File: src/rtl/ujse_pkg.sv
// Package for the UTF-8 to JSON string escaper: shared widths, emit modes,
// the hex digit lookup, UTF-8 lead byte decoding and the escape classifier.
// No dependencies.
package ujse_pkg;

	localparam int unsigned MAX_SEQ_BYTES_DEF = 7;
	localparam int unsigned CNT_W             = 3;
	localparam int unsigned CODE_W            = 21;
	localparam logic [CODE_W-1:0] CODE_CAP    = 21'h110000;

	typedef logic [1:0] emit_mode_t;
	localparam emit_mode_t EM_PLAIN = 2'd0;
	localparam emit_mode_t EM_ESC   = 2'd1;
	localparam emit_mode_t EM_UNI   = 2'd2;

	// How one decoded value is turned into characters
	typedef struct packed {
		emit_mode_t  mode;
		logic        two;    // surrogate pair: second word follows
		logic [31:0] words;  // first word in the top half
		logic [7:0]  chr;    // plain character or escape letter
	} emit_load_t;

	function automatic logic [7:0] hex_char(input logic [3:0] n);
		logic [7:0] r;
		if (n < 4'd10)
			r = 8'h30 + {4'd0, n};
		else
			r = 8'h57 + {4'd0, n};
		return r;
	endfunction

	// Full length of a sequence from its lead byte; 1 means a lone byte
	function automatic logic [CNT_W-1:0] seq_len(input logic [7:0] b,
		input int unsigned max_len);
		logic [CNT_W-1:0] len;
		if (b < 8'hC0 || b == 8'hFF)
			len = 3'd1;
		else if (b < 8'hE0)
			len = 3'd2;
		else if (b < 8'hF0)
			len = 3'd3;
		else if (b < 8'hF8)
			len = 3'd4;
		else if (b < 8'hFC)
			len = 3'd5;
		else if (b < 8'hFE)
			len = 3'd6;
		else
			len = 3'd7;
		if (int'(len) > max_len)
			len = 3'd1;
		return len;
	endfunction

	function automatic emit_load_t code_load(input logic [CODE_W-1:0] v);
		emit_load_t        r;
		logic [CODE_W-1:0] d;
		r.mode  = EM_PLAIN;
		r.two   = 1'b0;
		r.words = {v[15:0], 16'h0000};
		r.chr   = v[7:0];
		d       = v - 21'h010000;
		if (v <= 21'd127) begin
			case (v[6:0])
				7'h09: begin r.mode = EM_ESC; r.chr = "t"; end
				7'h0A: begin r.mode = EM_ESC; r.chr = "n"; end
				7'h0D: begin r.mode = EM_ESC; r.chr = "r"; end
				7'h0C: begin r.mode = EM_ESC; r.chr = "f"; end
				7'h5C: begin r.mode = EM_ESC; r.chr = "\\"; end
				7'h2F: begin r.mode = EM_ESC; r.chr = "/"; end
				7'h22: begin r.mode = EM_ESC; r.chr = "\""; end
				default: begin
					if (v[6:0] < 7'h20 || v[6:0] == 7'h26 || v[6:0] == 7'h27 ||
						v[6:0] == 7'h3C || v[6:0] == 7'h3D || v[6:0] == 7'h3E ||
						v[6:0] == 7'h7F)
						r.mode = EM_UNI;
				end
			endcase
		end else if (v <= 21'h00FFFF) begin
			r.mode = EM_UNI;
		end else if (v <= 21'h10FFFF) begin
			r.mode  = EM_UNI;
			r.two   = 1'b1;
			r.words = {6'b110110, d[19:10], 6'b110111, d[9:0]};
		end else begin
			r.mode  = EM_UNI;
			r.words = {16'hFFFD, 16'h0000};
		end
		return r;
	endfunction

endpackage

File: src/rtl/utf8_json_string_escaper.sv
// UTF-8 to JSON string escaper: top level with the byte sequencer, the
// shared character emitter and the output stage. Depends on ujse_pkg.
//
// Usage:
//  s_axis carries one source byte per transaction: tdata = in_byte,
//  tuser = first_byte (opens a string, drops any unfinished sequence),
//  tlast = last_byte (flushes a pending sequence and closes the quote).
//  m_axis carries one escaped ASCII character per transaction; tlast marks
//  the final character caused by one input byte. A byte that only extends
//  a UTF-8 sequence produces nothing. cfg_we/cfg_wdata write add_quotes
//  (reset 1); write only while idle.
// Timing:
//  s_axis_tready is high only in the idle state, so a new byte is taken only
//  after the sequencer has finished the last one. Quotes ride in existing
//  steps. The shared emitter puts out one character per cycle; a low
//  m_axis_tready stalls the emitter; nothing is lost. Characters pass a
//  one-deep holding register into the output register.
// Reset: arst_n clears the sequence state and the output, sets add_quotes.
module utf8_json_string_escaper #(
	parameter int unsigned MAX_SEQUENCE_BYTES = ujse_pkg::MAX_SEQ_BYTES_DEF
) (
	input  logic       clk,
	input  logic       arst_n,
	input  logic       s_axis_tvalid,
	output logic       s_axis_tready,
	input  logic [7:0] s_axis_tdata,   // [7:0] in_byte
	input  logic       s_axis_tuser,   // [0] first_byte
	input  logic       s_axis_tlast,
	output logic       m_axis_tvalid,
	input  logic       m_axis_tready,
	output logic [7:0] m_axis_tdata,   // [7:0] out_char
	output logic       m_axis_tlast,
	input  logic       cfg_we,
	input  logic       cfg_wdata       // add_quotes
);

	localparam int unsigned DEPTH = MAX_SEQUENCE_BYTES - 1;
	localparam int unsigned IDX_W = $clog2(DEPTH);
	localparam int unsigned CNT_W = ujse_pkg::CNT_W;
	localparam int unsigned CODE_W = ujse_pkg::CODE_W;

	localparam logic [3:0] ST_IDLE   = 4'd0;
	localparam logic [3:0] ST_START  = 4'd1;
	localparam logic [3:0] ST_TAKE   = 4'd2;
	localparam logic [3:0] ST_NEWB   = 4'd3;
	localparam logic [3:0] ST_LASTCK = 4'd4;
	localparam logic [3:0] ST_FLUSH  = 4'd5;
	localparam logic [3:0] ST_EMIT   = 4'd6;
	localparam logic [3:0] ST_CLOSE  = 4'd7;
	localparam logic [3:0] ST_FINISH = 4'd8;

	logic [3:0]        state_q, ret_q, flush_ret_q;
	logic              add_quotes_q;
	logic [7:0]        byte_q;
	logic              first_q, last_q;
	logic [CNT_W-1:0]  pend_cnt_q, need_q, flush_i_q;
	logic [CODE_W-1:0] acc_q;
	logic [7:0]        pend_mem [DEPTH];

	ujse_pkg::emit_mode_t em_mode_q;
	logic              em_two_q;
	logic [31:0]       em_words_q;
	logic [7:0]        em_chr_q;
	logic [2:0]        em_pos_q;

	logic [7:0]        hold_q;
	logic              hold_v_q;
	logic [7:0]        out_q;
	logic              out_v_q, out_last_q;

	logic              out_free, can_put, put_en, fin_en, em_done;
	logic [7:0]        put_char, em_char;
	logic              is_cont, seq_done;
	logic [26:0]       acc_shift;
	logic [CODE_W-1:0] acc_upd, code_sel;
	logic [CNT_W-1:0]  lead_len;
	logic [7:0]        lead_mask;
	ujse_pkg::emit_load_t ld;
	logic              mem_we;
	logic [IDX_W-1:0]  mem_wa;

	assign s_axis_tready = (state_q == ST_IDLE);
	assign m_axis_tvalid = out_v_q;
	assign m_axis_tdata  = out_q;
	assign m_axis_tlast  = out_last_q;

	assign out_free = !out_v_q || m_axis_tready;
	assign can_put  = !hold_v_q || out_free;

	// Continuation byte handling with saturation at the cap
	assign is_cont   = (byte_q[7:6] == 2'b10);
	assign acc_shift = {acc_q, byte_q[5:0]};
	always_comb begin
		if (acc_q < ujse_pkg::CODE_CAP) begin
			if (acc_shift > {6'd0, ujse_pkg::CODE_CAP})
				acc_upd = ujse_pkg::CODE_CAP;
			else
				acc_upd = acc_shift[CODE_W-1:0];
		end else begin
			acc_upd = acc_q;
		end
	end
	assign seq_done  = ({1'b0, pend_cnt_q} + 4'd1) >= {1'b0, need_q};
	assign lead_len  = ujse_pkg::seq_len(byte_q, MAX_SEQUENCE_BYTES);
	assign lead_mask = 8'hFF >> ({1'b0, lead_len} + 4'd1);

	always_comb begin
		unique case (state_q)
			ST_TAKE:  code_sel = acc_upd;
			ST_NEWB:  code_sel = {{(CODE_W-8){1'b0}}, byte_q};
			default:  code_sel = {{(CODE_W-8){1'b0}}, pend_mem[flush_i_q[IDX_W-1:0]]};
		endcase
	end
	assign ld = ujse_pkg::code_load(code_sel);

	// Character currently offered by the emitter
	always_comb begin
		em_char = em_chr_q;
		em_done = 1'b1;
		case (em_mode_q)
			ujse_pkg::EM_PLAIN: begin
				em_char = em_chr_q;
				em_done = 1'b1;
			end
			ujse_pkg::EM_ESC: begin
				em_char = (em_pos_q == 3'd0) ? "\\" : em_chr_q;
				em_done = (em_pos_q != 3'd0);
			end
			default: begin
				if (em_pos_q == 3'd0)
					em_char = "\\";
				else if (em_pos_q == 3'd1)
					em_char = "u";
				else
					em_char = ujse_pkg::hex_char(em_words_q[31:28]);
				em_done = (em_pos_q == 3'd5) && !em_two_q;
			end
		endcase
	end

	always_comb begin
		put_en   = 1'b0;
		put_char = "\"";
		unique case (state_q)
			ST_START: put_en = first_q && add_quotes_q && can_put;
			ST_CLOSE: put_en = add_quotes_q && can_put;
			ST_EMIT: begin
				put_en   = can_put;
				put_char = em_char;
			end
			default: put_en = 1'b0;
		endcase
	end
	assign fin_en = (state_q == ST_FINISH) && hold_v_q && out_free;

	always_comb begin
		mem_we = 1'b0;
		mem_wa = pend_cnt_q[IDX_W-1:0];
		if (state_q == ST_TAKE && pend_cnt_q != '0 && is_cont && !seq_done)
			mem_we = 1'b1;
		else if (state_q == ST_NEWB && lead_len > 3'd1) begin
			mem_we = 1'b1;
			mem_wa = '0;
		end
	end

	always_ff @(posedge clk) begin
		if (mem_we)
			pend_mem[mem_wa] <= byte_q;
	end

	always_ff @(posedge clk or negedge arst_n) begin
		if (!arst_n) begin
			add_quotes_q <= 1'b1;
		end else if (cfg_we) begin
			add_quotes_q <= cfg_wdata;
		end
	end

	// Holding register and output register
	always_ff @(posedge clk or negedge arst_n) begin
		if (!arst_n) begin
			hold_v_q   <= 1'b0;
			out_v_q    <= 1'b0;
			hold_q     <= '0;
			out_q      <= '0;
			out_last_q <= 1'b0;
		end else if (put_en) begin
			hold_q   <= put_char;
			hold_v_q <= 1'b1;
			if (hold_v_q) begin
				out_q      <= hold_q;
				out_last_q <= 1'b0;
				out_v_q    <= 1'b1;
			end else begin
				out_v_q <= out_v_q && !m_axis_tready;
			end
		end else if (fin_en) begin
			out_q      <= hold_q;
			out_last_q <= 1'b1;
			out_v_q    <= 1'b1;
			hold_v_q   <= 1'b0;
		end else begin
			out_v_q <= out_v_q && !m_axis_tready;
		end
	end

	// Sequencer
	always_ff @(posedge clk or negedge arst_n) begin
		if (!arst_n) begin
			state_q     <= ST_IDLE;
			ret_q       <= ST_IDLE;
			flush_ret_q <= ST_IDLE;
			byte_q      <= '0;
			first_q     <= 1'b0;
			last_q      <= 1'b0;
			pend_cnt_q  <= '0;
			need_q      <= '0;
			flush_i_q   <= '0;
			acc_q       <= '0;
			em_mode_q   <= ujse_pkg::EM_PLAIN;
			em_two_q    <= 1'b0;
			em_words_q  <= '0;
			em_chr_q    <= '0;
			em_pos_q    <= '0;
		end else begin
			unique case (state_q)
				ST_IDLE: begin
					if (s_axis_tvalid) begin
						byte_q  <= s_axis_tdata;
						first_q <= s_axis_tuser;
						last_q  <= s_axis_tlast;
						state_q <= ST_START;
					end
				end
				ST_START: begin
					if (!first_q) begin
						state_q <= ST_TAKE;
					end else if (!add_quotes_q || can_put) begin
						pend_cnt_q <= '0;
						need_q     <= '0;
						acc_q      <= '0;
						state_q    <= ST_TAKE;
					end
				end
				ST_TAKE: begin
					if (pend_cnt_q == '0) begin
						state_q <= ST_NEWB;
					end else if (!is_cont) begin
						flush_i_q   <= '0;
						flush_ret_q <= ST_NEWB;
						state_q     <= ST_FLUSH;
					end else if (seq_done) begin
						em_mode_q  <= ld.mode;
						em_two_q   <= ld.two;
						em_words_q <= ld.words;
						em_chr_q   <= ld.chr;
						em_pos_q   <= '0;
						pend_cnt_q <= '0;
						need_q     <= '0;
						acc_q      <= '0;
						ret_q      <= ST_LASTCK;
						state_q    <= ST_EMIT;
					end else begin
						acc_q      <= acc_upd;
						pend_cnt_q <= pend_cnt_q + 3'd1;
						state_q    <= ST_LASTCK;
					end
				end
				ST_NEWB: begin
					if (lead_len > 3'd1) begin
						pend_cnt_q <= 3'd1;
						need_q     <= lead_len;
						acc_q      <= {{(CODE_W-8){1'b0}}, byte_q & lead_mask};
						state_q    <= ST_LASTCK;
					end else begin
						em_mode_q  <= ld.mode;
						em_two_q   <= ld.two;
						em_words_q <= ld.words;
						em_chr_q   <= ld.chr;
						em_pos_q   <= '0;
						ret_q      <= ST_LASTCK;
						state_q    <= ST_EMIT;
					end
				end
				ST_LASTCK: begin
					if (last_q) begin
						flush_i_q   <= '0;
						flush_ret_q <= ST_CLOSE;
						state_q     <= ST_FLUSH;
					end else begin
						state_q <= ST_FINISH;
					end
				end
				ST_FLUSH: begin
					if (flush_i_q < pend_cnt_q) begin
						em_mode_q  <= ld.mode;
						em_two_q   <= ld.two;
						em_words_q <= ld.words;
						em_chr_q   <= ld.chr;
						em_pos_q   <= '0;
						flush_i_q  <= flush_i_q + 3'd1;
						ret_q      <= ST_FLUSH;
						state_q    <= ST_EMIT;
					end else begin
						pend_cnt_q <= '0;
						need_q     <= '0;
						acc_q      <= '0;
						state_q    <= flush_ret_q;
					end
				end
				ST_EMIT: begin
					if (can_put) begin
						if (em_done) begin
							state_q <= ret_q;
						end else if (em_mode_q == ujse_pkg::EM_UNI && em_pos_q == 3'd5) begin
							// low surrogate now sits in the top half
							em_two_q   <= 1'b0;
							em_pos_q   <= '0;
							em_words_q <= {em_words_q[27:0], 4'd0};
						end else begin
							em_pos_q <= em_pos_q + 3'd1;
							if (em_pos_q >= 3'd2)
								em_words_q <= {em_words_q[27:0], 4'd0};
						end
					end
				end
				ST_CLOSE: begin
					if (!add_quotes_q || can_put)
						state_q <= ST_FINISH;
				end
				ST_FINISH: begin
					if (!hold_v_q || out_free)
						state_q <= ST_IDLE;
				end
				default: state_q <= ST_IDLE;
			endcase
		end
	end

`ifndef SYNTHESIS
	a_cnt_need: assert property (@(posedge clk) disable iff (!arst_n)
		(pend_cnt_q == '0) == (need_q == '0))
		else $error("pending count and sequence length disagree");

	a_cnt_below_need: assert property (@(posedge clk) disable iff (!arst_n)
		(pend_cnt_q != '0) |-> (pend_cnt_q < need_q && int'(pend_cnt_q) <= DEPTH))
		else $error("pending count out of range");

	a_idle_hold_empty: assert property (@(posedge clk) disable iff (!arst_n)
		(state_q == ST_IDLE) |-> !hold_v_q)
		else $error("character left in holding register when idle");

	a_busy_after_accept: assert property (@(posedge clk) disable iff (!arst_n)
		(s_axis_tvalid && s_axis_tready) |=> !s_axis_tready)
		else $error("sequencer accepted a byte while busy");
`endif

endmodule
File: config.mk
export PLATFORM = sky130hd
export DESIGN_NAME = utf8_json_string_escaper
export DESIGN_NICKNAME = d
export VERILOG_FILES = /design/src/rtl/ujse_pkg.sv /design/src/rtl/utf8_json_string_escaper.sv
export SDC_FILE = /design/constraint.sdc
export NUM_CORES = 1
export LEC_CHECK = 0
export ABC_AREA = 1
export ABC_CLOCK_PERIOD_IN_PS = 5400
export BUFFER_PORTS_ARGS = -buffer_cell sky130_fd_sc_hd__buf_2
export CORE_MARGIN = 2
export CORE_UTILIZATION = 30
export CTS_CLUSTER_DIAMETER = 50
export DETAILED_ROUTE_END_ITERATION = 6
export SYNTH_ARGS = -nofsm -noshare
export SYNTH_HDL_FRONTEND = slang
export SYNTH_SLANG_ARGS = --single-unit
File: constraint.sdc
create_clock -name clk -period 5.4 [get_ports clk]
set_input_delay 0.27 -clock clk [delete_from_list [all_inputs] [get_ports clk]]
set_output_delay 0.27 -clock clk [all_outputs]
set_load 0.03 [all_outputs]
==> metrics.md <==
| Metric | Value |
|---|---|
| Post-Syn Area | ~9000 um^2 |
| Final setup fails | 0 |
| Number of DRC markers in iteration 0 | 535 |
| Hpwl dp | around 17,000 um |
| Worst vdd ir | approximately 270 uV |
| Netlist cell types | between 50 and 60 |
| Routed len/inst | between 15 and 20 um |
| Post-synth EDFFs | 48 |
| Critical Path End Type | flop |
| CTS clock-pin slew for the worst setup and hold paths | 0.08 ns |
| Syn-to-layout area delta | 12.1% |
| Die W | ~180 um |
| Yosys warning total | 0 |
| Clk buf depth | 2 |
| Critical Path Source Type | flop |
| Vias in the first global route | about 7.3k |
| Pwr dens | approximately 570 nW/um^2 |
| Setup Crit Path Kind | flop to flop |
| CP max FO | 12 |
| Setup WS post-layout | between 1.5 and 2 ns |
| Core area | about 30,000 um^2 |
| Layout cell share with drive strength beyond 1 | 0.143 |
| Combinational Power Share | 0.446 |
| Initial antenna violation count | 0 |
| Failing checks | negative hold slack |
| Cells after synthesis | around 1.1k |
| Clk network pwr share | 0.223 |
| Outcome | finished, violations left |
| DRC errors left | 0 |
| IO Port Bufs | 26 |
| Yosys top cell by area | dfrtp_1 |
| Syn Area/Cell | 8.08 um^2 |
| R2R cell count | 13 |
| Die ar. | between 30,000 and 40,000 um^2 |
| Drt via density | roughly 4.9 |
| Fmax | between 200 and 300 MHz |
| Leak | between 4 and 5 nW |
| Synth async-reset ratio | 0.704 |
| Io pins | 27 |
| Psw | 2.70 mW |
| First-pass GRT wire length | 38,400 um |
| Synth top area share | 0.313 |
| Pint | around 3 mW |
| Via count | between 7k and 8k |
| Syn Nets | around 1.1k |
| Register share of total power | 0.332 |
| Pin count of the biggest net entering global routing | 75 |
| RSZ-0062 raised after global routing | no |
| Synth area leaders | dfrtp_1 31%, edfxtp_1 16%, nand2_1 10% |
| Antenna viol nets, final | 0 |
| R2r endpoint | em_chr_q[6] |
| WHS | -0.0378 ns |
| Worst skew pair latency | 0.44 ns |
| Total negative slack | 0 ns |
| Post-CTS setup repair buffer count | 0 |
| Post_cts resized | 0 |
| Worst slew margin | 0.351 |
| Drt first pass iters | 7 |
| Sequential fraction of the synthesis area | 0.475 |
| Hold buffer count at cts | 1 |
| GP Congestion | 0.848 |
| Worst clock skew | ~0.014 ns |
| Critical register-to-register path startpoint | pend_cnt_q[0] |
| DIE HEIGHT | 178 um |
| WP data required | about 5.7 ns |
| Worst min path class | input pin to async pin |
| Grt total ovfl | 0 |
| Post-place setup slack | 1.60 ns |
| Final period util | 0.712 |
| Max cap viols | 0 |
| Sw frac | 0.467 |
| CTS tree | built |
| Root Buffer | clkbuf_16 |
| # diodes | 0 |
| Final Max Slew Viols | 0 |
| CP startpoint | pend_cnt_q[0] |
| Total GRT Usage | 0.154 |
| Reg2Reg Setup Slack | ~1.6 ns |
| Arr. time, crit path | 4.17 ns |
| WL final | around 23,000 um |
| Initial core utilization | 0.305 |
| Post-synth top cells | 251 x nand2_1, 132 x nor2_1, 113 x dfrtp_1, 113 x inv_1, 74 x nand3_1 |
| CTS buffer count | 17 |
| CTS sink cnt | around 160 |
| Flop and latch count out of synthesis | 162 |
| Top-count cell post-synth | nand2_1 |
| Post-layout min period | 3.84 ns |
| Nets@finish | between 1k and 1.5k |
| Max H-tree Level | 4 |
| Worst-margin pin slew | about 0.97 ns |
| Placed Instances | about 1.5k |
| Row cnt | 63 |
| Top_reg_cell synth | dfrtp_1 |
| Filler Cell Count | ~3.1k |
| Final hold vios | 31 |
| Finished Layout Cells | ~1.5k |
| Pwr Total | between 5 and 6 mW |
## critical path, cell delays in order (launching register included)
cell and delay, ns:
dfrtp_1 0.47, inv_1 0.13, ha_1 0.33, ha_1 0.28, a21boi_0 0.15, o21ai_0 0.09
nand3_1 0.19, nor2_1 0.19, nor4_1 0.50, inv_1 0.16, nor2_1 0.56, inv_1 0.38
a21oi_1 0.23, a21oi_1 0.09
## logic make-up (layout without fill, tap and decap cells)
| kind of cell | count (synthesis) | count (layout) | synth area share |
|---|---|---|---|
| multiplexers | 2 | 2 | 0.00249 |
| buffers and inverters | 170 | 200 | 0.0789 |
| XOR/XNOR | 5 | 5 | 0.00484 |
| AND/OR/NAND/NOR | 543 | 543 | 0.274 |
| flip-flops | 162 | 162 | 0.475 |
| AO/OA/AOI/OAI | 223 | 223 | 0.145 |
| adder cells (fa/ha/maj) | 14 | 14 | 0.0194 |
## power groups by stage
stage / clock network [mW] / logic [mW] / registers, mW
CTS: 1.30 / 2.58 / 1.92
global route: 1.36 / 2.90 / 1.96
detailed placement: 0 / 2.56 / 1.94
global placement: 0 / 2.52 / 1.93
floorplan: 0 / 1.91 / 1.90
finish: 1.29 / 2.57 / 1.91
## layer usage
metal / wire (um) / track usage / up-vias
met4: 327 / 0.0475 / 0
met2: 10900 / 0.246 / 208
met3: 1000 / 0.0240 / 28
met5: 0 / 0 / -
li1: - / - / 3750
met1: 11100 / 0.212 / 3575
## state kept, by name, indices dropped and copies added (netlist names), 3 cells and up
name / cells
acc_q: 21
byte_q: 8
em_chr_q: 8
em_pos_q: 3
em_words_q: 32
flush_i_q: 3
hold_q: 8
m_axis_tdata: 8
need_q: 3
pend_cnt_q: 3
pend_mem: 48
state_q: 4
## worst max-delay path by stage
stage / end / slack, ns / depth (start not counted)
6_report: em_chr_q[6] / 1.56 / 13
5_1_grt: em_chr_q[6] / 1.20 / 13
4_1_cts: em_chr_q[6] / 1.58 / 13
3_5_place_dp: em_chr_q[6] / 1.60 / 13
3_3_place_gp: em_chr_q[5] / 1.65 / 13
2_1_floorplan: pend_mem[0][0] / 2.78 / 10
## placed cells by master (no fill, tap or decap), types with 14 or more instances in the layout
master | netlist | routed
buf_2 | 13 | 25
a21oi_1 | 70 | 70
nor2_1 | 132 | 132
o22ai_1 | 17 | 17
clkbuf_16 | 0 | 17
nand3_1 | 74 | 74
edfxtp_1 | 48 | 48
dfrtp_1 | 113 | 113
inv_2 | 18 | 18
inv_1 | 113 | 113
nand3_2 | 14 | 14
nor3_1 | 17 | 16
nand2_1 | 251 | 251
ha_1 | 14 | 14
nand2_2 | 21 | 21
o21ai_0 | 73 | 73
## layout make-up
class                      count  area [um^2]  share of cell area
sequential                   162         4300               0.424
multi-input combinational    787         4050               0.399
clock buffer                  17          425              0.0419
timing repair buffer          32          180              0.0178
inverter                     136          512              0.0505
tap                          390          488              0.0481
clock inverter                15          195              0.0192
## per-stage QoR
stage,area (um^2),utilization,hold slack (ns)
after floorplan,9040,-,-0.0256
after global placement,9510,0.321,0.433
after detailed placement,9510,0.321,0.442
after CTS,10100,0.342,0.0177
after global routing,10100,0.342,0.0446
final,10100,0.342,-0.0378
Power figures use the tool's default switching activity.
